### config.mk
export PLATFORM = sky130hd
export DESIGN_NAME = bas_mul
export DESIGN_NICKNAME = d
export VERILOG_FILES = /design/src/rtl/bas_pkg.sv /design/src/rtl/bas_mul.sv
export SDC_FILE = /design/constraint.sdc
export NUM_CORES = 2
export LEC_CHECK = 0
export BUFFER_PORTS_ARGS = -buffer_cell sky130_fd_sc_hd__buf_2
export CORE_UTILIZATION = 65
export CTS_CLUSTER_SIZE = 24
export DETAILED_ROUTE_END_ITERATION = 6
export GPL_TIMING_DRIVEN = 0
export PLACE_DENSITY = 0.82
export REMOVE_ABC_BUFFERS = 1
export SLEW_MARGIN = 20
export SYNTH_ARGS = -nofsm -noshare
export SYNTH_HDL_FRONTEND = slang
export SYNTH_SLANG_ARGS = --single-unit
### constraint.sdc
create_clock -name clock -period 13.3 [get_ports clock]
set_input_delay 2.66 -clock clock [delete_from_list [all_inputs] [get_ports clock]]
set_output_delay 2.66 -clock clock [all_outputs]
set_load 0.05 [all_outputs]
### src/rtl/bas_pkg.sv
// ----------------------------------------------------------------------------
// bas_pkg
// Shared types, constants and state codes of the bond active stress
// accumulator.
// ----------------------------------------------------------------------------
package bas_pkg;

   localparam int FRAC_BITS_DEFAULT = 16;
   localparam int SCALE_FRAC        = 16;
   localparam int ROOT_W            = 33;   // floor sqrt of a 66-bit radicand
   localparam int RAD_W             = 66;
   localparam int NUM_W             = 96;   // 32 x 64 product
   localparam int QUO_W             = 64;
   localparam int CSR_IDX_W         = 2;

   localparam logic [CSR_IDX_W-1:0] CSR_ACTIVE_FORCE = 2'd0;
   localparam logic [CSR_IDX_W-1:0] CSR_OUTPUT_SCALE = 2'd1;

   localparam logic [31:0] SCALE_RESET = 32'h0001_0000;

   typedef struct packed {
      logic signed [31:0] a_x;
      logic signed [31:0] a_y;
      logic signed [31:0] b_x;
      logic signed [31:0] b_y;
      logic               a_local;
      logic               b_local;
      logic               last_bond;
   } req_type;

   typedef struct packed {
      logic signed [63:0] stress_xx;
      logic signed [63:0] stress_xy;
      logic signed [63:0] stress_yx;
      logic signed [63:0] stress_yy;
   } rsp_type;

   typedef enum logic [4:0] {
      ST_IDLE,
      ST_PREP,
      ST_MXX,
      ST_MYY,
      ST_MXY,
      ST_CAPXY,
      ST_SQRT,
      ST_FLO,
      ST_FHI,
      ST_NUM,
      ST_DIV,
      ST_ACC,
      ST_ACC3,
      ST_LAST,
      ST_OABS,
      ST_OLO,
      ST_OHI,
      ST_OCMB,
      ST_OFIN,
      ST_EMIT
   } state_type;

endpackage

### src/rtl/bas_mul.sv
// ----------------------------------------------------------------------------
// bas_mul
// Shared 32x32 unsigned multiplier with a registered product.
// ----------------------------------------------------------------------------
module bas_mul import bas_pkg::*; (
   input  logic        clock,
   input  logic [31:0] mul_a,
   input  logic [31:0] mul_b,
   output logic [63:0] mul_p
);

   logic [63:0] p_ff;
   logic [63:0] p_in;

   assign p_in  = mul_a * mul_b;
   assign mul_p = p_ff;

   always_ff @(posedge clock) begin
      p_ff <= p_in;
   end

endmodule

==> impl_metrics.py <==
metrics = {
    "status": {
        "run_status": "completed",
    },
    "placement": {
        "hpwl_um": 67400,
        "place_inst": 4347,
        "portBuffers": 128,
        "gp_congestion": 0.9949,
        "dpl_worst_slack_ns": 2.587,
    },
    "cells_and_area": {
        "fillCellCount": 4031,
        "fin_cells": 4365,
        "drive_gt1_share_pct": 4.218,
        "syn_to_final_growth_pct": 2.876,
        "final_common_cell": "fa_1",
        "largest_reg_flops": 64,
        "nNetsFinal": 4894,
        "final_cell_mix": "fa_1 (896), inv_1 (863), and2_1 (603)",
        "regArea_mm2": 0.001281,
        "multi_input_area_mm2": 0.02924,
        "fin_util_pct": 67.79,
    },
    "setup_path": {
        "critPathSlowestCell": "buf_2",
        "cp_top_family": "adder cells",
        "cp.arrival_ns": 10.69,
        "crit_type": "primary input to register",
        "cp_common_cell": "fa_1",
        "cp.buffers_inverters": 6,
        "start_kind": "primary input",
        "worstPathRequired_ns": 13.59,
        "max_stage_delay_ns": 0.61,
        "worstPathCellList": "buf_2 > nand2_1 > fa_1 > inv_1 > fa_1 > inv_1 > fa_1 > inv_1 > fa_1 > fa_1 > fa_1 > fa_1 > inv_1 > fa_1 > inv_1 > ha_1 > nand4_1 > or4_1 > or3_1 > a31oi_1 > a31o_2 > a211oi_1 > o21ai_1 > xor2_1",
        "startpoint": "mul_a[25]",
        "critical_path.max_fanout": 32,
        "endpoint_kind": "register",
    },
    "grt": {
        "use_met2_pct": 59.93,
        "first_global_vias": 28515,
        "grt_pass1_wl_um": 146000,
        "grt_max_degree": 33,
        "antenna_found_initial": 6,
        "gr-usage-all-layers_pct": 35.41,
        "met1_usage_pct": 42.81,
        "grt-ovfl-total": 0,
        "busiest_layer": "met2",
        "use_met3_pct": 8.591,
    },
    "sta": {
        "min_period_ns": 10.40,
        "rsz0062_at_grt": "no",
        "setup_violations": 0,
        "relSlewSlack_pct": 32.38,
        "tightest_slew_ns": 1.014,
        "layout_setup_ws_ns": 2.904,
        "setup_tns_ns": 0,
        "drv_slew": 0,
        "fmax_mhz": 96.19,
        "hold_viol": 0,
        "layout_worst_path_cycle_share_pct": 78.17,
    },
    "synth": {
        "syn_area_mm2": 0.03463,
        "syn-instance-count": 3758,
        "async_reset_ff_share_pct": 0,
        "yosysUniqueCellTypes": 56,
        "ys_ff_latch": 64,
        "synth_edf_count": 0,
        "seq_area_frac_synth_pct": 3.700,
        "yosysWarningCount": 0,
        "synth_flop_cell": "dfxtp_1",
        "syn_avg_cell_area_um2": 9.215,
    },
    "drt": {
        "routed_wl_um": 88480,
        "drt-wirelength-per-cell_um": 20.27,
        "ant_nets": 0,
        "drt_iter0_drc": 1702,
        "viasPerCell": 5.827,
        "firstDrtPassIters": 5,
        "vias": 25433,
        "drc": 0,
    },
    "hold_path": {
        "hold_path_class": "primary input to register",
        "hold_depth": 2,
        "holdPathEnd": "mul_p[0]",
        "hp-start": "mul_b[0]",
    },
    "clocking": {
        "htreeDepth": 3,
        "cts.repair.resized": 0,
        "cts_tree": "yes",
        "cts_max_path_buffers": 2,
        "cts_hold_buf": 0,
        "cts_num_sinks": 64,
        "cts.clk_slew.worst_paths_ns": 0.06,
        "post_cts_buffers": 0,
        "cts_inserted_buffers": 9,
        "clockRootBuffer": "clkbuf_16",
    },
    "die": {
        "die_h_um": 232.8,
        "ios": 129,
        "dieWidth_um": 232.8,
        "initial_core_util_pct": 65.90,
        "rows": 84,
        "coreArea_mm2": 0.05255,
        "die_area_mm2": 0.05420,
    },
    "run": {
        "drv_cap": 0,
    },
}
-- cell usage after synthesis, types with 2 or more instances --
cell,instances,share of area [%]
a41oi_1,2,0.051
a221oi_2,2,0.087
a21oi_1,68,0.98
a221o_1,4,0.12
or2_2,3,0.054
nand2b_1,2,0.036
a21oi_2,2,0.051
a21boi_0,3,0.065
nand3_1,12,0.17
dfxtp_1,64,3.7
or3_1,5,0.090
and3b_1,2,0.051
clkbuf_1,215,2.3
buf_1,2,0.022
o311a_1,2,0.058
nor2_1,21,0.23
a311oi_1,3,0.076
o221ai_1,3,0.076
nand4_1,24,0.43
nor3_1,5,0.072
o211ai_1,3,0.065
or4_1,3,0.065
xor2_1,26,0.66
a21o_1,37,0.80
a211oi_1,4,0.087
buf_2,9,0.13
inv_1,863,9.4
o2bb2ai_1,2,0.051
and3_1,14,0.25
o21ai_1,2,0.029
nand2_1,478,5.2
and4_1,4,0.10
o21a_1,8,0.17
o21ai_0,28,0.40
ha_1,263,9.5
fa_1,896,52
a31oi_1,11,0.20
and2_1,603,11
xnor2_1,33,0.83
o2111ai_1,2,0.051
o21bai_1,10,0.22
-- per-stage QoR --
stage / hold slack, ns / instance area [um2]
floorplan: 2.782 / 33760
global placement: 3.128 / 35270
detailed placement: 3.128 / 35270
CTS: 2.976 / 35620
global route: 3.006 / 35620
finish: 3.002 / 35630
-- area by class of cell --
| type | instances | area share [%] |
|---|---|---|
| clock inverter | 6 | 0.3231 |
| multi-input combinational | 2604 | 82.09 |
| antenna | 2 | 0.01405 |
| clock buffer | 10 | 0.6708 |
| sequential | 64 | 3.596 |
| timing repair buffer | 128 | 1.798 |
| tap | 688 | 2.416 |
| inverter | 863 | 9.093 |
-- metal layers --
layer | wire length [um] | vias up
li1 | - | 10685
met1 | 31920 | 13111
met2 | 43550 | 1284
met3 | 8651 | 347
met4 | 4335 | 6
met5 | 32 | -
-- cells by family (layout without fill, tap and decap cells) --
| family | count (synthesis) | after routing | share of synthesized area (%) |
|---|---|---|---|
| adder cells (fa/ha/maj) | 1159 | 1159 | 61.30 |
| multiplexers | 1 | 1 | 0.02891 |
| other | 0 | 2 | 0 |
| buffers and inverters | 1090 | 1007 | 11.85 |
| XOR/XNOR | 59 | 59 | 1.492 |
| flip-flops | 64 | 64 | 3.700 |
| AND/OR/NAND/NOR | 1180 | 1180 | 17.71 |
| AO/OA/AOI/OAI | 205 | 205 | 3.917 |
-- how the worst max path moves through the flow --
| stage | end | slack, ns | cells past startpoint |
|---|---|---|---|
| floorplan | mul_p[62] | 4.18 | 22 |
| global placement | mul_p[62] | 2.68 | 24 |
| detailed placement | mul_p[62] | 2.59 | 24 |
| CTS | mul_p[62] | 2.95 | 24 |
| global route | mul_p[62] | 2.66 | 24 |
| finish | mul_p[62] | 2.90 | 24 |
Power is not shown: default switching activity piles up to over one toggle a cycle in this logic, so the estimate is an artifact.
