$ cat config.mk
export PLATFORM = sky130hd
export DESIGN_NAME = bas_sqrt
export DESIGN_NICKNAME = d
export VERILOG_FILES = /design/src/rtl/bas_pkg.sv /design/src/rtl/bas_sqrt.sv
export SDC_FILE = /design/constraint.sdc
export NUM_CORES = 1
export LEC_CHECK = 0
export BUFFER_PORTS_ARGS = -buffer_cell sky130_fd_sc_hd__buf_4
export CAP_MARGIN = 20
export CORE_ASPECT_RATIO = 0.8
export CORE_MARGIN = 2
export CORE_UTILIZATION = 53
export DETAILED_ROUTE_END_ITERATION = 8
export GPL_ROUTABILITY_DRIVEN = 0
export PLACE_DENSITY = 0.76
export RECOVER_POWER = 100
export SYNTH_ARGS = -nofsm -noshare
export SYNTH_HDL_FRONTEND = slang
export SYNTH_SLANG_ARGS = --single-unit
export TNS_END_PERCENT = 30
$ cat constraint.sdc
create_clock -name clock -period 2.8 [get_ports clock]
set_clock_uncertainty 0.1 [all_clocks]
set_input_delay 0 -clock clock [delete_from_list [all_inputs] [get_ports clock]]
set_output_delay 0 -clock clock [all_outputs]
set_load 0.05 [all_outputs]
$ cat src/rtl/bas_pkg.sv
// ----------------------------------------------------------------------------
// bas_pkg
// Shared types, constants and state codes of the bond active stress
// accumulator.
// ----------------------------------------------------------------------------
package bas_pkg;

   localparam int FRAC_BITS_DEFAULT = 16;
   localparam int SCALE_FRAC        = 16;
   localparam int ROOT_W            = 33;   // floor sqrt of a 66-bit radicand
   localparam int RAD_W             = 66;
   localparam int NUM_W             = 96;   // 32 x 64 product
   localparam int QUO_W             = 64;
   localparam int CSR_IDX_W         = 2;

   localparam logic [CSR_IDX_W-1:0] CSR_ACTIVE_FORCE = 2'd0;
   localparam logic [CSR_IDX_W-1:0] CSR_OUTPUT_SCALE = 2'd1;

   localparam logic [31:0] SCALE_RESET = 32'h0001_0000;

   typedef struct packed {
      logic signed [31:0] a_x;
      logic signed [31:0] a_y;
      logic signed [31:0] b_x;
      logic signed [31:0] b_y;
      logic               a_local;
      logic               b_local;
      logic               last_bond;
   } req_type;

   typedef struct packed {
      logic signed [63:0] stress_xx;
      logic signed [63:0] stress_xy;
      logic signed [63:0] stress_yx;
      logic signed [63:0] stress_yy;
   } rsp_type;

   typedef enum logic [4:0] {
      ST_IDLE,
      ST_PREP,
      ST_MXX,
      ST_MYY,
      ST_MXY,
      ST_CAPXY,
      ST_SQRT,
      ST_FLO,
      ST_FHI,
      ST_NUM,
      ST_DIV,
      ST_ACC,
      ST_ACC3,
      ST_LAST,
      ST_OABS,
      ST_OLO,
      ST_OHI,
      ST_OCMB,
      ST_OFIN,
      ST_EMIT
   } state_type;

endpackage

$ cat src/rtl/bas_sqrt.sv
// ----------------------------------------------------------------------------
// bas_sqrt
// Digit-by-digit integer square root, one result bit per cycle.
// ----------------------------------------------------------------------------
module bas_sqrt import bas_pkg::*; (
   input  logic              clock,
   input  logic              reset,
   input  logic              start,
   input  logic [RAD_W-1:0]  radicand,
   output logic [ROOT_W-1:0] root,
   output logic              done
);

   localparam int REM_W = ROOT_W + 3;
   localparam int CNT_W = $clog2(ROOT_W);

   logic              busy_ff, busy_in;
   logic              done_ff, done_in;
   logic [CNT_W-1:0]  cnt_ff, cnt_in;
   logic [RAD_W-1:0]  rad_ff, rad_in;
   logic [ROOT_W-1:0] root_ff, root_in;
   logic [REM_W-1:0]  rem_ff, rem_in;

   logic [REM_W+1:0]  trial;
   logic [REM_W+1:0]  sub;
   logic              ge;

   always_comb begin
      trial   = {rem_ff, rad_ff[RAD_W-1 -: 2]};
      sub     = (REM_W+2)'({root_ff, 2'b01});
      ge      = trial >= sub;
      busy_in = busy_ff;
      done_in = 1'b0;
      cnt_in  = cnt_ff;
      rad_in  = rad_ff;
      root_in = root_ff;
      rem_in  = rem_ff;
      if (start) begin
         busy_in = 1'b1;
         cnt_in  = '0;
         rad_in  = radicand;
         root_in = '0;
         rem_in  = '0;
      end else if (busy_ff) begin
         rad_in  = {rad_ff[RAD_W-3:0], 2'b00};
         root_in = {root_ff[ROOT_W-2:0], ge};
         rem_in  = ge ? REM_W'(trial - sub) : REM_W'(trial);
         cnt_in  = cnt_ff + CNT_W'(1);
         if (cnt_ff == CNT_W'(ROOT_W - 1)) begin
            busy_in = 1'b0;
            done_in = 1'b1;
         end
      end
   end

   always_ff @(posedge clock) begin
      if (reset) begin
         busy_ff <= 1'b0;
         done_ff <= 1'b0;
      end else begin
         busy_ff <= busy_in;
         done_ff <= done_in;
      end
   end

   always_ff @(posedge clock) begin
      cnt_ff  <= cnt_in;
      rad_ff  <= rad_in;
      root_ff <= root_in;
      rem_ff  <= rem_in;
   end

   assign root = root_ff;
   assign done = done_ff;

endmodule

==> results.md, run 1 <==
* Port bufs at 102
* First-pass GRT wire length at 32.7 mm
* Relative slew slack at 27.6%
* Total CTS buffers at 17
* Antenna diode count at 0
* IO Count at 103
* Initial Utilization at 54.8%
* Worst Max-Slew Pin Slew at 1.09 ns
* Final WL at 20.8 mm
* Crit path cell chain: inv_1, ha_4, a21oi_1, o21ai_1, a21oi_1, o21ai_0, buf_4, a211o_4, nand2_4, buf_4, nand2_1, a311oi_1
* Crit path kind: reg2reg
* Async set-or-reset flop fraction in the synthesized netlist at 0%
* Worst EP arrival at 2.98 ns
* Syn. warnings at 0
* Period minus WS final at 2.76 ns
* Hold Path Class: in2reg
* Vias in the first global route at 6,520
* Synth Cell Area at 0.00792 sq mm
* Avg Inst Size Synth at 9.92 sq um
* Final Slew Violations at 0
* Final Hold Viols at 0
* Int Pwr at 6.33 mW
* Maximum VDD drop at 0.686 mV
* Share of the yosys chip area belonging to registers at 44.5%
* Root Driver: clkbuf_16
* Routed WL per cell at 17.5 microns
* DP HPWL at 12.5 mm
* Area Growth Syn to Fin at 35.3%
* CTS Sinks at 143
* Router iterations before antenna repair at 5
* Yosys top cell area share at 25.0%
* Combinational Power Share at 52.0%
* Hold Crit Endpoint: busy_ff
* Depth of the CTS H-tree at 4
* CTS tree: yes
* Largest stage delay, worst path at 0.34 ns
* PwrDens at 980 mW/mm^2
* Final setup vio count at 0
* R2r setup slk at 0.04 ns
* Routed vias at 6,770
* Core Area at 0.0144 sq mm
* Setup_tns at 0 ns
* Die Area at 0.0159 sq mm
* Chip height at 113 microns
* Clock slew at reported path FFs at 0.06 ns
* Detail Route Antenna Nets at 0
* Clk buf depth at 2
* Pleak at 4.20 nW
* Std cell rows at 39
* Layout cells sized above 1 at 31.4%
* Fmax at 362 MHz
* Final period utilization at 98.5%
* WP data required at 3.02 ns
* Pre-CTS setup slack at -0.0405 ns
* Post-DR vias/cell at 5.70
* Final worst slack at 0.0409 ns
* Sw frac at 39.7%
* Initial antenna violation count at 0
* Dominant synthesized flop cell: dfxtp_1
* Sw Pwr at 4.17 mW
* Post-layout nets at 1,097
* R2R Path End: rem_ff[24]
* Post-Syn Nets at 904
* Biggest area consumer among synthesized cells: edfxtp_1
* Startpoint Class: flip-flop
* Crit-path slowest cell: dfxtp_2
* Synth area leaders: edfxtp_1, dfxtp_1, mux2_2
* Hold_sp: reset
* CP Max Fanout at 9
* Worst r2r path cells at 12
* Synth Register Bits at 143
* Post-synth EDFFs at 66
* Drc violations at 0
* Clk network pwr share at 22.3%
* Total GRT Usage at 25.9%
* Library cells used by synthesis at 60
* Syn Inst Count at 798
* Initial DRC count at 599
* Pin count of the biggest net entering global routing at 67
* Global route overflow at 0
* Sequential share of power at 25.6%
* Worst-Skew Late Latency at 0.45 ns
* Hold path depth at 3
* Crit path capture type: flip-flop
* Max Cap Viol at 0
* FF-to-FF Start: root[23]
* Outcome: complete, no violations
* Die Span X at 141 microns
[worst max-delay path by stage]
stage	slack, ns	endpoint	cells after the start	startpoint
finish	0.04	rem_ff[24]	12	root[23]
global route	-0.1	rem_ff[24]	12	root[23]
floorplan	-0.02	rem_ff[15]	11	root[3]
global placement	0.08	rem_ff[35]	10	root[21]
CTS	0.002	rem_ff[8]	11	root[15]
detailed placement	-0.04	rem_ff[35]	10	root[8]
[what timing repair did]
| action | CTS | global route |
|---|---|---|
| gates resized for setup | 5 | 67 |
| setup buffers | 0 | 6 |
| setup endpoints to repair | 2 | 35 |
| hold buffers | 68 | 0 |
| pin swaps | 0 | 12 |
| hold endpoints to repair | 69 | 0 |
[cell usage after synthesis, types with 14 or more instances]
cell,count
mux2_2,65
mux2i_1,35
ha_1,37
nand2_1,77
a21oi_1,43
dfxtp_1,77
a21o_1,14
o21ai_0,17
clkbuf_1,25
xnor2_1,26
nor2_1,78
edfxtp_1,66
a311oi_1,26
inv_1,50
nand4_1,16
[sequential cells by signal, indices dropped and copies added (netlist names)]
register / cells
busy_ff: 1
cnt_ff: 6
done: 1
rad_ff: 66
rem_ff: 36
root: 33
[per-stage QoR]
stage | util, % | hold slack, ns | area [sq um] | power, mW | cells
after floorplan | - | -0.0276 | 7960 | 5.98 | 798
after global placement | 63.0 | 0.0611 | 9100 | 7.30 | 1082
after detailed placement | 63.0 | 0.0598 | 9100 | 7.33 | 1082
after CTS | 72.0 | 0.136 | 10400 | 9.77 | 1182
after global routing | 74.2 | 0.162 | 10700 | 11.1 | 1188
final | 74.2 | 0.148 | 10700 | 10.5 | 1188
[kinds of logic after synthesis]
kind of cell    count (synthesis)  share of synthesized area [%]
flops                         143                           44.5
mux                           101                           13.8
buf+inv                        94                           4.74
xor+xnor                       33                           3.65
fa+ha+maj                      37                           5.85
compound gates                163                           14.4
simple gates                  227                           13.0
[metal layers]
layer	routed length, microns	vias up	track usage, %
met3	1010	69	5.63
met5	0	-	0
met2	9670	224	41.0
met1	9350	3203	34.2
li1	-	3274	-
met4	781	0	12.1
[area by class of cell]
type / count / area [sq um]
sequential: 143 / 3570
inverter: 51 / 191
clock buffer: 17 / 425
tap: 184 / 230
multi-input combinational: 561 / 4400
clock inverter: 15 / 173
fill: 1016 / 3730
timing repair buffer: 217 / 1720
[placed cells by master (no fill, tap or decap), types with 13 or more instances in the layout]
cell           count
a21o_1            14
a21oi_1           36
a311oi_1          24
buf_4            118
clkbuf_1          28
clkbuf_16         17
dfxtp_1           44
dfxtp_2           32
dlygate4sd3_1     68
edfxtp_1          66
ha_1              18
ha_4              17
inv_1             46
mux2_2            64
mux2i_1           35
nand2_1           76
nand3_1           13
nand4_1           16
nor2_1            76
o21ai_0           16
o21bai_1          13
xnor2_1           26
[power by group through the flow]
stage | combinational (mW) | sequential (mW) | clock [mW]
2_1_floorplan | 3.34 | 2.64 | 0
3_3_place_gp | 4.61 | 2.68 | 0
3_5_place_dp | 4.64 | 2.69 | 0
4_1_cts | 4.77 | 2.65 | 2.35
5_1_grt | 5.90 | 2.72 | 2.45
6_report | 5.46 | 2.69 | 2.35
[critical path: cells and delay by family, from the launching register on]
kind | cells | cell delay [ns]
compound gates | 6 | 1.29
buf+inv | 3 | 0.43
flops | 1 | 0.34
simple gates | 2 | 0.22
fa+ha+maj | 1 | 0.26
No activity file was read; power rests on OpenSTA's default activity.
==> inputs of run 2 (changes only) <==
CORE_ASPECT_RATIO = 1.25   (was 0.8)
PLACE_DENSITY = 0.77   (was 0.76)
==> results.md, run 2 (synthesis gave the netlist of run 1 again) <==
* Fmax at 367 MHz
* Chip height at 141 microns
* Root Driver: clkbuf_16
* CTS tree: yes
* Initial DRC count at 418
* CP Depth at 12
* DP HPWL at 12.0 mm
* Clk buf depth at 2
* Sw Pwr at 3.91 mW
* Hold Path Class: in2reg
* Pre-CTS setup slack at 0.00558 ns
* Core Util, Final at 71.9%
* Most frequent CP cell: buf_4
* Worst Max-Slew Pin Slew at 0.686 ns
* IO Count at 103
* Crit path from: root[5]
* Relative slew slack at 54.3%
* WP data required at 3.02 ns
* Max Cap Viol at 0
* Worst setup path end: rem_ff[24]
* Combinational Power Share at 51.2%
* Area Growth Syn to Fin at 31.4%
* Worst r2r path cells at 12
* Final setup vio count at 0
* Total GRT Usage at 25.1%
* Post-DR vias/cell at 5.65
* Startpoint Class: flip-flop
* Layout cells sized above 1 at 28.7%
* Initial antenna violation count at 0
* Router iterations before antenna repair at 5
* Global-route track usage on met3 at 6.53%
* Setup_tns at 0 ns
* Die Area at 0.0159 sq mm
* Port bufs at 102
* PwrDens at 955 mW/mm^2
* Die Span X at 113 microns
* CTS Sinks at 143
* Cell family with most CP delay: compound AO/OA/AOI/OAI gates
* Post-layout nets at 1,086
* Post-layout instance area at 0.0104 sq mm
* Period minus WS final at 2.73 ns
* Unrepaired setup endpoints after global routing: true
* Final Hold Viols at 0
* Final Total Pwr at 9.94 mW
* Depth of the CTS H-tree at 4
* Global route overflow at 0
* Grt met2 use at 44.0%
* Detail Route Antenna Nets at 0
* Antenna diode count at 0
* Final WL at 19.8 mm
* Crit path kind: reg2reg
* Initial Utilization at 54.7%
* Total CTS buffers at 17
* Drc violations at 0
* Final Slew Violations at 0
* Routed vias at 6,615
* First-pass GRT wire length at 31.9 mm
* Std cell rows at 49
* Core Area at 0.0145 sq mm
* Clk network pwr share at 22.0%
* Leading cell type in the layout, fill and taps excluded: buf_4
* Cell Count, Final, Fillers Out at 1,171
* Crit path cell chain: inv_1, ha_1, a21oi_1, o21ai_1, a31oi_1, buf_4, a31oi_4, a211o_4, nand2_4, buf_4, nand2_1, a311oi_1
* CP Max Fanout at 8
* Worst-Skew Late Latency at 0.43 ns
* Pleak at 4.09 nW
* Crit path capture type: flip-flop
* FF-to-FF Start: root[5]
* Met1 Usage GRT at 30.1%
* Clock slew at reported path FFs at 0.06 ns
* Final worst slack at 0.0724 ns
* Largest stage delay, worst path at 0.36 ns
* Post-Place Cells at 1,069
* Routed WL per cell at 16.9 microns
* Largest reg by FF count: rad_ff
* Sequential share of power at 26.7%
* Gr busiest metal: met2
* Sw frac at 39.3%
* Pin count of the biggest net entering global routing at 142
* Commonest cells after routing, fill and taps aside: buf_4, nand2_1, nor2_1
* R2R Path End: rem_ff[24]
* Crit-path slowest cell: a211o_4
* Final period utilization at 97.4%
* Int Pwr at 6.03 mW
* Worst path bufs/invs at 3
* Maximum VDD drop at 0.557 mV
* Vias in the first global route at 6,600
* R2r setup slk at 0.07 ns
* Worst EP arrival at 2.95 ns
* Outcome: complete, no violations
* Worst hold slack at 0.173 ns
* Post-DP Area at 0.00906 sq mm
* Largest register FFs at 66
-- run 2: cell count changes in the layout (fill, tap and decap cells not counted), sizes merged --
cell	previous run	this run
clkinvlp	2	4
inv	58	56
clkbuf	45	50
buf	121	106
bufinv	2	1
-- run 2: timing repair --
item | in CTS | in global routing
hold endpoints to repair | 69 | 0
hold buffers | 68 | 0
setup endpoints to repair | 0 | 36
resized for setup | 0 | 50
buffers inserted | 0 | 2
-- run 2: worst min-delay path, cell delays in order --
cell,delay (ns)
dlygate4sd3_1,0.53
buf_4,0.11
nor2_1,0.03
-- run 2: worst min path at each step --
stage | from | to | depth (start not counted)
after floorplan | reset | busy_ff | 1
after global placement | reset | busy_ff | 2
after detailed placement | reset | busy_ff | 2
after CTS | reset | busy_ff | 3
after global routing | reset | busy_ff | 3
final | reset | busy_ff | 3
-- run 2: cell type report --
type	count	area (sq um)
inverter	51	191
clock inverter	14	131
fill	1038	4060
tap	178	223
sequential	143	3570
timing repair buffer	206	1650
multi-input combinational	561	4220
clock buffer	18	429
-- run 2: power by group through the flow --
stage	logic (mW)	clock network, mW	registers [mW]
after floorplan	3.34	0	2.64
after global placement	4.52	0	2.68
after detailed placement	4.54	0	2.68
after CTS	4.65	2.21	2.64
after global routing	5.59	2.31	2.68
final	5.09	2.19	2.66
-- run 2: layer usage --
| layer | wire length, microns | vias up | share of wire, % |
|---|---|---|---|
| met5 | 0 | - | 0 |
| met4 | 324 | 0 | 1.6 |
| met3 | 945 | 29 | 4.8 |
| met2 | 10300 | 179 | 52 |
| met1 | 8220 | 3159 | 41 |
| li1 | - | 3248 | - |
