## config.mk

```make
export PLATFORM = sky130hd
export DESIGN_NAME = bas_div
export DESIGN_NICKNAME = d
export VERILOG_FILES = /design/src/rtl/bas_pkg.sv /design/src/rtl/bas_div.sv
export SDC_FILE = /design/constraint.sdc
export NUM_CORES = 1
export LEC_CHECK = 0
export ABC_AREA = 1
export CAP_MARGIN = 0
export CORE_MARGIN = 2
export CORE_UTILIZATION = 30
export DETAILED_ROUTE_END_ITERATION = 7
export DONT_BUFFER_PORTS = 1
export PLACE_DENSITY_LB_ADDON = 0.05
export SYNTH_ARGS = -nofsm -noshare
export SYNTH_HDL_FRONTEND = slang
export SYNTH_SLANG_ARGS = --single-unit
```

## constraint.sdc

```tcl
create_clock -name clock -period 6 [get_ports clock]
set_input_delay 1.2 -clock clock [delete_from_list [all_inputs] [get_ports clock]]
set_output_delay 1.2 -clock clock [all_outputs]
set_load 0.005 [all_outputs]
```

## src/rtl/bas_pkg.sv

```systemverilog
// ----------------------------------------------------------------------------
// bas_pkg
// Shared types, constants and state codes of the bond active stress
// accumulator.
// ----------------------------------------------------------------------------
package bas_pkg;

   localparam int FRAC_BITS_DEFAULT = 16;
   localparam int SCALE_FRAC        = 16;
   localparam int ROOT_W            = 33;   // floor sqrt of a 66-bit radicand
   localparam int RAD_W             = 66;
   localparam int NUM_W             = 96;   // 32 x 64 product
   localparam int QUO_W             = 64;
   localparam int CSR_IDX_W         = 2;

   localparam logic [CSR_IDX_W-1:0] CSR_ACTIVE_FORCE = 2'd0;
   localparam logic [CSR_IDX_W-1:0] CSR_OUTPUT_SCALE = 2'd1;

   localparam logic [31:0] SCALE_RESET = 32'h0001_0000;

   typedef struct packed {
      logic signed [31:0] a_x;
      logic signed [31:0] a_y;
      logic signed [31:0] b_x;
      logic signed [31:0] b_y;
      logic               a_local;
      logic               b_local;
      logic               last_bond;
   } req_type;

   typedef struct packed {
      logic signed [63:0] stress_xx;
      logic signed [63:0] stress_xy;
      logic signed [63:0] stress_yx;
      logic signed [63:0] stress_yy;
   } rsp_type;

   typedef enum logic [4:0] {
      ST_IDLE,
      ST_PREP,
      ST_MXX,
      ST_MYY,
      ST_MXY,
      ST_CAPXY,
      ST_SQRT,
      ST_FLO,
      ST_FHI,
      ST_NUM,
      ST_DIV,
      ST_ACC,
      ST_ACC3,
      ST_LAST,
      ST_OABS,
      ST_OLO,
      ST_OHI,
      ST_OCMB,
      ST_OFIN,
      ST_EMIT
   } state_type;

endpackage

```

## src/rtl/bas_div.sv

```systemverilog
// ----------------------------------------------------------------------------
// bas_div
// Restoring divider, one quotient bit per cycle. Keeps the low quotient bits.
// ----------------------------------------------------------------------------
module bas_div import bas_pkg::*; #(
   parameter int DEN_W = ROOT_W + FRAC_BITS_DEFAULT
) (
   input  logic             clock,
   input  logic             reset,
   input  logic             start,
   input  logic [NUM_W-1:0] numer,
   input  logic [DEN_W-1:0] denom,
   output logic [QUO_W-1:0] quot,
   output logic             done
);

   localparam int CNT_W = $clog2(NUM_W);

   logic             busy_ff, busy_in;
   logic             done_ff, done_in;
   logic [CNT_W-1:0] cnt_ff, cnt_in;
   logic [NUM_W-1:0] num_ff, num_in;
   logic [DEN_W-1:0] den_ff, den_in;
   logic [DEN_W-1:0] rem_ff, rem_in;
   logic [QUO_W-1:0] quo_ff, quo_in;

   logic [DEN_W:0]   rem_sh;
   logic             ge;

   always_comb begin
      rem_sh  = {rem_ff, num_ff[NUM_W-1]};
      ge      = rem_sh >= {1'b0, den_ff};
      busy_in = busy_ff;
      done_in = 1'b0;
      cnt_in  = cnt_ff;
      num_in  = num_ff;
      den_in  = den_ff;
      rem_in  = rem_ff;
      quo_in  = quo_ff;
      if (start) begin
         busy_in = 1'b1;
         cnt_in  = '0;
         num_in  = numer;
         den_in  = denom;
         rem_in  = '0;
         quo_in  = '0;
      end else if (busy_ff) begin
         num_in = {num_ff[NUM_W-2:0], 1'b0};
         rem_in = ge ? DEN_W'(rem_sh - {1'b0, den_ff}) : DEN_W'(rem_sh);
         quo_in = {quo_ff[QUO_W-2:0], ge};
         cnt_in = cnt_ff + CNT_W'(1);
         if (cnt_ff == CNT_W'(NUM_W - 1)) begin
            busy_in = 1'b0;
            done_in = 1'b1;
         end
      end
   end

   always_ff @(posedge clock) begin
      if (reset) begin
         busy_ff <= 1'b0;
         done_ff <= 1'b0;
      end else begin
         busy_ff <= busy_in;
         done_ff <= done_in;
      end
   end

   always_ff @(posedge clock) begin
      cnt_ff <= cnt_in;
      num_ff <= num_in;
      den_ff <= den_in;
      rem_ff <= rem_in;
      quo_ff <= quo_in;
   end

   assign quot = quo_ff;
   assign done = done_ff;

endmodule
```

==> flow_summary.rst, run 1 <==
.. list-table::
   :header-rows: 1

   * - Metric
     - Value
   * - Delay of the slowest cell on the worst path
     - 0.47 ns
   * - Share of synthesized cell area in full adder, half adder and majority cells
     - 4.43%
   * - Number of global-route vias before repair
     - 12,198
   * - DR vias
     - 12,037
   * - Data arrival time of the critical path
     - 3.91 ns
   * - Cell chosen for the clock root
     - clkbuf_16
   * - Cell taking the most area after synthesis
     - edfxtp_1
   * - Final clock period utilization by the worst path
     - 58.1%
   * - Grt ovf
     - 0
   * - Wire length of the first global-routing pass
     - 69.2 mm
   * - Placeable core region
     - 47,800 µm²
   * - Max_slew headroom
     - 31.3%
   * - Maximum clock frequency
     - 287 MHz
   * - Synth-to-layout area growth
     - 11.3%
   * - RD Place Congestion
     - 0.879
   * - Number of hold-slack violations in the final timing report
     - 0
   * - Area of placed instances
     - 15,100 µm²
   * - Violation count after the first detailed-route iteration
     - 708
   * - Total standard cell area after synthesis
     - 14,600 µm²
   * - Biggest area contributors in the synthesized netlist
     - edfxtp_1 (30%), nand2_1 (23%), dfxtp_1 (17%)
   * - Starting density of the core
     - 30.4%
   * - Hold buffers post-CTS
     - 0
   * - Crit Path Max Fanout
     - 44
   * - Horizontal extent of the die
     - 224 µm
   * - Area used by sequential logic in the layout
     - 6800 µm²
   * - Summed negative setup slack over all endpoints
     - 0 ns
   * - Cell mode on critical path
     - nand2_1
   * - Layout Skew
     - 0.0356 ns
   * - Area of combinational cells with multiple inputs
     - 6250 µm²
   * - Met2 capacity usage during global routing
     - 27.9%
   * - Number of placement rows
     - 80
   * - Synth cell types
     - 41
   * - Routed wire length
     - 44.3 mm
   * - Post-cts repair resize count
     - 0
   * - Count of antenna-violating nets left after detailed routing
     - 0
   * - Cell type of the slowest stage on the worst timing path
     - nand3_4
   * - Antenna violations before repair
     - 8
   * - Largest family of logic cells by synthesized area
     - simple AND/OR/NAND/NOR gates
   * - Maximum clock path buffer count
     - 3
   * - Grt peak-use layer
     - met2
   * - Outcome
     - complete, no violations
   * - Prevailing post-synth register cell
     - edfxtp_1
   * - Number of setup violations in the final report
     - 0
   * - Fraction of layout instances using a drive strength above 1
     - 4.29%
   * - Fraction of synthesized cell area taken by the top area cell type
     - 29.9%
   * - Remaining routing DRC violations
     - 0
   * - Avg Cell Area, Syn
     - 7.29 µm²
   * - GRT met1 Usage
     - 22.9%
   * - Final Critical Period
     - 3.48 ns
   * - CP Data Required Time
     - 6.43 ns
   * - Endpoint kind of the worst setup timing path
     - register
   * - TritonRoute pass-1 iters
     - 7
   * - Multiplexer share of the synthesized area
     - 0%
   * - Synthesized net count
     - 2,197
   * - Via-per-instance ratio
     - 4.59
   * - Fraction of registers with async set or reset after synthesis
     - 0%
   * - H-tree Lvls
     - 2
   * - Boundary pin count
     - 213
   * - Pin count of the biggest net entering global routing
     - 151
   * - Die height
     - 224 µm
   * - Number of synthesized flops with an enable pin
     - 145
   * - Synth Area in Compound Gates
     - 5.57%
   * - Largest delay share family, worst path
     - simple AND/OR/NAND/NOR gates
   * - Path class of the lowest-slack min-delay path
     - reg2reg
   * - Crit path cell chain
     - inv_1, ha_1, nand2_1, nor2_1, inv_2, nor2_2, nand2_1, nor2_4, nand3_4, nand3_2, buf_4, nand3_1, nand2_1, nand2_1
   * - Die ar.
     - 50,300 µm²
   * - Post-CTS clock slew at the launch and capture registers of the worst setup and hold paths
     - 0.06 ns
   * - Worst Path Buf+Inv
     - 3
   * - Final Slew Violations
     - 0
   * - Cell Pwr Density
     - 267 nW/µm²
   * - Share of synthesized area occupied by flip-flops and latches
     - 46.7%
   * - Post-synthesis share of cell area spent on and, or, nand and nor gates
     - 31.5%
   * - Xor/xnor cell area share of the yosys netlist
     - 1.38%
   * - Hpwl dp
     - 31.9 mm
   * - CTS buffer count
     - 34
   * - Number of I/O port buffers
     - 0
   * - Total global-route track usage
     - 17.7%
   * - Leakage Power
     - 7.92 nW
   * - Worst ir drop on vdd
     - 0.198 mV
   * - Post-CTS repair timing setup buffer count
     - 0
   * - Per-cell routed wire length
     - 16.9 µm
   * - TritonCTS clock tree
     - yes
   * - Clock tree sinks
     - 267
   * - Cells after Synth
     - 1,998
   * - Unrepaired setup endpoints after global routing
     - no
   * - Category of the most critical setup path
     - reg2reg
   * - Number of nets in the final layout
     - 2,179
   * - Post-synthesis sequential element count
     - 267
   * - Type of element launching the critical path
     - register
   * - Clk_lat worst skew
     - 0.56 ns
   * - Total number of yosys warnings
     - 0
   * - Final Instance Area
     - 16,200 µm²
   * - GRT met3 Usage
     - 5.51%
   * - Fill cell total of the finished layout
     - 5,306
   * - Slew at the pin closest to its max-slew limit
     - 1.03 ns
   * - Total of max-cap violations
     - 0
-- path summary, 6_finish.rpt --
kind / start / cells after the start / end / slack [ns]
setup / recovery: den_ff[33] / 14 / rem_ff[41] / 2.52
hold reg to reg: rem_ff[11] / 2 / rem_ff[11] / 0.47
hold / removal: rem_ff[11] / 2 / rem_ff[11] / 0.47
setup reg to reg: den_ff[33] / 14 / rem_ff[41] / 2.52
-- Yosys cell counts, types with 5 or more instances --
| cell type | count |
|---|---|
| dfxtp_1 | 122 |
| nand4_1 | 54 |
| nand2_1 | 876 |
| a21oi_1 | 41 |
| nor2_2 | 5 |
| buf_2 | 7 |
| o21bai_1 | 9 |
| inv_2 | 6 |
| nand3b_1 | 6 |
| ha_1 | 50 |
| nor2_1 | 87 |
| o22ai_1 | 62 |
| clkbuf_1 | 43 |
| o21ai_0 | 15 |
| buf_1 | 7 |
| inv_1 | 327 |
| edfxtp_1 | 145 |
| nor3_1 | 11 |
| nand3_1 | 69 |
| xor2_1 | 22 |
-- per-layer routing --
metal  vias up  part of all wire [%]
li1       6246                     -
met1      5444                    46
met2       267                    44
met3        72                   7.3
met4         8                   3.0
met5         -                  0.13
-- final cells by class --
| class | count | area share, % |
|---|---|---|
| diodes | 4 | 0.0618 |
| clock buffers | 48 | 5.76 |
| clock inverters | 14 | 0.749 |
| inverters | 335 | 7.79 |
| multi-input cells | 1334 | 38.6 |
| flip-flops and latches | 267 | 41.9 |
| well taps | 615 | 4.75 |
| repair buffers | 8 | 0.371 |
-- worst min-delay path, stage by stage, from the launching register on --
cell and delay, ns:
dfxtp_1 0.32, nand2_1 0.07, nand2_1 0.04
-- cell usage in the layout, fill, tap and decap left out, drive strengths merged, types with 2 or more instances in the layout --
cell type	instances
a21oi	44
clkbuf	48
nand3	73
nor2	95
nor4	4
ha	50
xor2	22
clkinv	11
inv	335
or2	2
o21ai	15
clkinvlp	3
edfxtp	145
nand3b	6
buf	8
o21bai	9
dfxtp	122
o22ai	62
nor3	12
diode	4
nand4	54
nand2	878
a31oi	3
-- sequential cells by signal, indices dropped and copies added, names as in the netlist --
signal / cells
busy_ff: 1
num_ff: 96
rem_ff: 49
den_ff: 49
cnt_ff: 7
quot: 64
done: 1
-- cell families after synthesis --
logic type / after synthesis
and+or+nand+nor: 1124
DFF: 267
adders and majority gates: 51
xor gates and xnor gates: 23
buffers and inverters: 397
AOI/OAI and AO/OA: 136
-- report_power, final --
group | total (mW) | internal (mW) | switching, mW
logic | 0.297 | 0.0856 | 0.211
clock network | 1.95 | 1.10 | 0.849
registers | 2.07 | 2.04 | 0.0284
total | 4.32 | 3.23 | 1.09
-- stage by stage --
| stage | setup slack (ns) | power [mW] | instances | utilization (%) | hold WS, ns |
|---|---|---|---|---|---|
| after floorplan | 0.952 | 2.34 | 1998 | - | 0.440 |
| after global routing | 2.11 | 4.52 | 2622 | 33.8 | 0.489 |
| after detailed placement | 2.45 | 2.41 | 2559 | 31.6 | 0.463 |
| after global placement | 2.47 | 2.41 | 2559 | 31.6 | 0.456 |
| final | 2.52 | 4.32 | 2625 | 33.9 | 0.473 |
| after CTS | 2.42 | 4.41 | 2621 | 33.8 | 0.474 |
Note: power is estimated with default switching activity, not from simulation.
==> run 2, diff against run 1 <==
==> constraint.sdc (replaced) <==
create_clock -name clock -period 3.5 [get_ports clock]
set_input_delay 0.7 -clock clock [delete_from_list [all_inputs] [get_ports clock]]
set_output_delay 0.7 -clock clock [all_outputs]
set_load 0.005 [all_outputs]
==> flow_summary.rst, run 2 (synthesis gave the netlist of run 1 again) <==
.. list-table::
   :header-rows: 1

   * - Metric
     - Value
   * - Clock tree sinks
     - 267
   * - Cell chosen for the clock root
     - clkbuf_16
   * - Final clock period utilization by the worst path
     - 81.9%
   * - Maximum clock path buffer count
     - 3
   * - Endpoint kind of the worst setup timing path
     - register
   * - Fraction of layout instances using a drive strength above 1
     - 4.98%
   * - Category of the most critical setup path
     - reg2reg
   * - Number of hold-slack violations in the final timing report
     - 0
   * - TritonCTS clock tree
     - yes
   * - Cell Pwr Density
     - 455 nW/µm²
   * - Outcome
     - complete, no violations
   * - CP Data Required Time
     - 3.97 ns
   * - Path class of the lowest-slack min-delay path
     - in2reg
   * - Antenna violations before repair
     - 6
   * - H-tree Lvls
     - 1
   * - Most flop-heavy register
     - num_ff
   * - Launch instance of the worst register-to-register path
     - den_ff[17]
   * - Leakage Power
     - 7.99 nW
   * - Total global-route track usage
     - 17.5%
   * - Pin count of the biggest net entering global routing
     - 151
   * - Horizontal extent of the die
     - 224 µm
   * - Boundary pin count
     - 213
   * - Grt ovf
     - 0
   * - Remaining routing DRC violations
     - 0
   * - Post-cts repair resize count
     - 0
   * - Non-filler instance count after layout
     - 2,625
   * - Placeable core region
     - 47,800 µm²
   * - Maximum clock frequency
     - 349 MHz
   * - Cells after DPL
     - 2,566
   * - CTS buffer count
     - 31
   * - Slew at the pin closest to its max-slew limit
     - 0.729 ns
   * - Number of I/O port buffers
     - 0
   * - Via-per-instance ratio
     - 4.58
   * - Synth-to-layout area growth
     - 11.7%
   * - Violation count after the first detailed-route iteration
     - 614
   * - Beginning of the worst hold path
     - denom[25]
   * - Unrepaired setup endpoints after global routing
     - no
   * - Type of element launching the critical path
     - register
   * - Summed negative setup slack over all endpoints
     - 0 ns
   * - Max reg flops
     - 96
   * - Hold buffers post-CTS
     - 0
   * - Final Slew Violations
     - 0
   * - Number of setup violations in the final report
     - 0
   * - Beginning of the critical path
     - den_ff[17]
   * - Worst ir drop on vdd
     - 0.368 mV
   * - TritonRoute pass-1 iters
     - 5
   * - Top library cells by usage in the layout, fill and taps aside
     - nand2_1 (875), inv_1 (327), edfxtp_1 (145)
   * - Count of antenna-violating nets left after detailed routing
     - 0
   * - Post-CTS clock slew at the launch and capture registers of the worst setup and hold paths
     - 0.07 ns
   * - Data arrival time of the critical path
     - 3.34 ns
   * - Die ar.
     - 50,300 µm²
   * - Final Critical Period
     - 2.87 ns
   * - Number of nets in the final layout
     - 2,183
   * - Per-cell routed wire length
     - 16.9 µm
   * - Post-placement worst setup slack
     - 0.638 ns
   * - Delay of the slowest cell on the worst path
     - 0.54 ns
   * - Crit Path Max Fanout
     - 43
   * - Wire length of the first global-routing pass
     - 69.3 mm
   * - RD Place Congestion
     - 0.906
   * - Total of max-cap violations
     - 0
   * - Number of placement rows
     - 80
   * - Post-CTS repair timing setup buffer count
     - 0
   * - Most frequent standard cell in the layout excluding fill and tap cells
     - nand2_1
   * - Cell type of the slowest stage on the worst timing path
     - buf_4
   * - Fin worst setup slack
     - 0.635 ns
   * - Number of global-route vias before repair
     - 12,036
   * - Hpwl dp
     - 32.1 mm
   * - Crit path cell chain
     - inv_1, ha_1, nand2_1, inv_1, nand2_1, nand3_1, a21oi_1, nand2_1, nand3_2, buf_4, nand4_1, nand3_1, nand2_1
   * - Die height
     - 224 µm
   * - Routed wire length
     - 44.4 mm
   * - Max_slew headroom
     - 51.4%
   * - Starting density of the core
     - 30.4%
   * - DR vias
     - 12,028
   * - Clk_lat worst skew
     - 0.60 ns
   * - Cell mode on critical path
     - nand2_1
   * - Layout Skew
     - 0.0253 ns
[run 2: changes by cell type in the layout (fill, tap and decap cells not counted), sizes merged]
cell and change:
buf +7, bufinv +3, clkbuf -13, clkinv +8, clkinvlp -2, diode -3
[run 2: path summary, 6_finish.rpt]
kind / to / slack [ns] / depth (start not counted)
setup / recovery: rem_ff[4] / 0.63 / 13
hold / removal: den_ff[25] / 0.19 / 0
setup reg to reg: rem_ff[4] / 0.63 / 13
hold reg to reg: rem_ff[1] / 0.47 / 2
[run 2: layout make-up]
cell class | instances | area, µm²
antenna | 1 | 2.50
inverter | 335 | 1260
fill | 5202 | 31600
tap | 615 | 769
sequential | 267 | 6800
timing repair buffer | 15 | 125
multi-input combinational | 1334 | 6250
clock inverter | 23 | 211
clock buffer | 35 | 842
[run 2: routing by layer]
| metal | track usage [%] | vias to the layer above | wire [µm] |
|---|---|---|---|
| met3 | 5.08 | 58 | 2900 |
| met4 | 4.10 | 10 | 1000 |
| met1 | 23.0 | 5485 | 20600 |
| li1 | - | 6245 | - |
| met5 | 0 | - | 76 |
| met2 | 28.4 | 230 | 19900 |
[run 2: per-stage QoR]
stage	hold WS [ns]	total power, mW	util [%]	instance area (µm²)
floorplan	0.440	4.00	-	14600
global placement	0.463	4.13	31.8	15200
detailed placement	0.465	4.13	31.8	15200
CTS	0.139	7.56	34.0	16300
global route	0.143	7.75	34.0	16300
finish	0.188	7.40	34.0	16300
[run 2: power breakdown]
| group | leakage [nW] | internal (mW) | switching (mW) | total (mW) |
|---|---|---|---|---|
| clock | 0.537 | 1.95 | 1.39 | 3.34 |
| sequential | 2.45 | 3.50 | 0.0484 | 3.55 |
| combinational | 5.00 | 0.151 | 0.359 | 0.510 |
[run 2: worst max-delay path: cells and delay by family, from the launching register on]
| kind | cells | cell delay, ns |
|---|---|---|
| flops | 1 | 0.37 |
| compound gates | 1 | 0.32 |
| simple gates | 8 | 1.04 |
| buf+inv | 3 | 0.71 |
| fa+ha+maj | 1 | 0.28 |
==> run 3, diff against run 2 <==
==> constraint.sdc (replaced) <==
create_clock -name clock -period 2.3 [get_ports clock]
set_input_delay 0.46 -clock clock [delete_from_list [all_inputs] [get_ports clock]]
set_output_delay 0.46 -clock clock [all_outputs]
set_load 0.005 [all_outputs]
==> flow_summary.rst, run 3 (synthesis gave the netlist of run 1 again) <==
.. list-table::
   :header-rows: 1

   * - Metric
     - Value
   * - Outcome
     - complete, but fails checks
   * - Failing checks
     - negative setup slack
   * - Clk_lat worst skew
     - 0.62 ns
   * - Die height
     - 224 µm
   * - Largest delay share family, worst path
     - simple AND/OR/NAND/NOR gates
   * - Grt peak-use layer
     - met2
   * - Starting density of the core
     - 30.4%
   * - Unrepaired setup endpoints after global routing
     - yes
   * - Launch instance of the worst register-to-register path
     - num_ff[95]
   * - Total global-route track usage
     - 18.6%
   * - Hpwl dp
     - 34.0 mm
   * - Final Instance Area
     - 20,200 µm²
   * - Number of setup violations in the final report
     - 2
   * - Number of placement rows
     - 80
   * - H-tree Lvls
     - 1
   * - Cell mode on critical path
     - nand2_1
   * - Type of element launching the critical path
     - register
   * - Number of global-route vias before repair
     - 13,365
   * - CP Data Required Time
     - 2.81 ns
   * - Remaining routing DRC violations
     - 0
   * - Final clock period utilization by the worst path
     - 101%
   * - Fin worst setup slack
     - -0.0168 ns
   * - Path class of the lowest-slack min-delay path
     - in2reg
   * - Layout Skew
     - 0.0346 ns
   * - Most flop-heavy register
     - num_ff
   * - Placeable core region
     - 47,800 µm²
   * - Cell Pwr Density
     - 584 nW/µm²
   * - Per-cell routed wire length
     - 16.6 µm
   * - Internal reg-to-reg setup slack
     - -0.02 ns
   * - Beginning of the critical path
     - num_ff[95]
   * - GRT met3 Usage
     - 3.87%
   * - Clock tree sinks
     - 267
   * - Number of nets in the final layout
     - 2,474
   * - Number of hold-slack violations in the final timing report
     - 0
   * - Worst ir drop on vdd
     - 0.681 mV
   * - GRT met1 Usage
     - 25.0%
   * - Die ar.
     - 50,300 µm²
   * - Most frequent standard cell in the layout excluding fill and tap cells
     - nand2_1
   * - Worst Path Buf+Inv
     - 3
   * - Reg2reg end
     - rem_ff[22]
   * - Synth-to-layout area growth
     - 38.4%
   * - Routed wire length
     - 48.6 mm
   * - Pin count of the biggest net entering global routing
     - 119
   * - Total of max-cap violations
     - 0
   * - Beginning of the worst hold path
     - numer[91]
   * - Top library cells by usage in the layout, fill and taps aside
     - nand2_1 (776), inv_1 (297), buf_4 (215)
   * - Endpoint kind of the worst setup timing path
     - register
   * - Post-CTS clock slew at the launch and capture registers of the worst setup and hold paths
     - 0.06 ns
   * - Met2 capacity usage during global routing
     - 30.6%
   * - Boundary pin count
     - 213
   * - Logic depth of the worst setup path including buffers
     - 16
   * - Horizontal extent of the die
     - 224 µm
   * - TritonCTS clock tree
     - yes
   * - Cell chosen for the clock root
     - clkbuf_16
   * - Fraction of layout instances using a drive strength above 1
     - 24.6%
   * - Worst setup path endpoint
     - rem_ff[22]
   * - Grt ovf
     - 0
   * - Maximum clock path buffer count
     - 3
   * - DR vias
     - 13,268
   * - Final Critical Period
     - 2.32 ns
   * - Cell type of the slowest stage on the worst timing path
     - fa_2
   * - Via-per-instance ratio
     - 4.55
   * - Final Slew Violations
     - 0
   * - Crit Path Max Fanout
     - 4
   * - Area used by sequential logic in the layout
     - 6800 µm²
   * - Delay of the slowest cell on the worst path
     - 0.42 ns
   * - Category of the most critical setup path
     - reg2reg
   * - Antenna violations before repair
     - 5
   * - Area of placed instances
     - 16,700 µm²
   * - Count of antenna-violating nets left after detailed routing
     - 0
   * - Non-filler instance count after layout
     - 2,919
   * - Worst hold margin
     - 0.0397 ns
   * - Data arrival time of the critical path
     - 2.83 ns
   * - Max reg flops
     - 96
   * - Maximum clock frequency
     - 432 MHz
   * - TritonRoute pass-1 iters
     - 5
   * - Max_slew headroom
     - 53.9%
   * - Summed negative setup slack over all endpoints
     - -0.0281 ns
   * - RD Place Congestion
     - 0.885
   * - Violation count after the first detailed-route iteration
     - 707
   * - Fill cell total of the finished layout
     - 5,023
   * - Leakage Power
     - 9.62 nW
   * - Crit path cell chain
     - inv_1, ha_2, inv_2, fa_2, nand3_2, nand3_4, nand2_2, nand2_2, nand2_2, nand3b_1, buf_6, xor2_2, nand2_1, nand2_1, nand2_1, nand2_1
   * - Depth of the worst register-to-register path
     - 16
   * - Slew at the pin closest to its max-slew limit
     - 0.692 ns
   * - Total power of the final layout
     - 11.8 mW
   * - Wire length of the first global-routing pass
     - 74.1 mm
   * - Cells after DPL
     - 2,753
   * - Number of I/O port buffers
     - 0
   * - Area of combinational cells with multiple inputs
     - 7510 µm²
   * - CTS buffer count
     - 31
run 3: cell type report:
class	count	share of cell area, %
multi-input cells	1334	37.3
clock inverters	17	0.764
repair buffers	306	13.7
flip-flops and latches	267	33.7
clock buffers	41	4.44
well taps	615	3.82
inverters	335	6.26
diodes	4	0.0497
run 3: timing repair:
item	CTS	global route
setup buffers	22	15
pin swaps	30	77
hold buffers	63	0
endpoints found under the hold margin	96	0
resized for setup	108	203
cloned	2	6
setup endpoints to repair	50	50
run 3: report_power, final:
part	switching (mW)	internal, mW
clock network	2.14	2.96
registers	0.0804	5.33
logic	0.725	0.533
total	2.94	8.83
run 3: worst min path at each step:
stage | endpoint | slack (ns) | depth (start not counted)
2_1_floorplan | rem_ff[48] | 0.44 | 2
5_1_grt | num_ff[64] | 0.02 | 2
3_3_place_gp | rem_ff[48] | 0.46 | 2
6_report | num_ff[91] | 0.04 | 2
3_5_place_dp | rem_ff[48] | 0.46 | 2
4_1_cts | num_ff[49] | 0.002 | 2
run 3: metal layers:
| layer | share of wire, % | routed length, µm |
|---|---|---|
| met1 | 46 | 22500 |
| met3 | 5.3 | 2550 |
| met5 | 0.027 | 13 |
| met4 | 2.6 | 1270 |
| met2 | 46 | 22300 |
run 3: through the flow:
| step | utilization (%) | setup WS, ns |
|---|---|---|
| global route | 42.1 | -0.130 |
| detailed placement | 34.9 | -0.299 |
| floorplan | - | 0.0880 |
| finish | 42.1 | -0.0168 |
| CTS | 40.0 | -0.00851 |
| global placement | 34.9 | -0.308 |
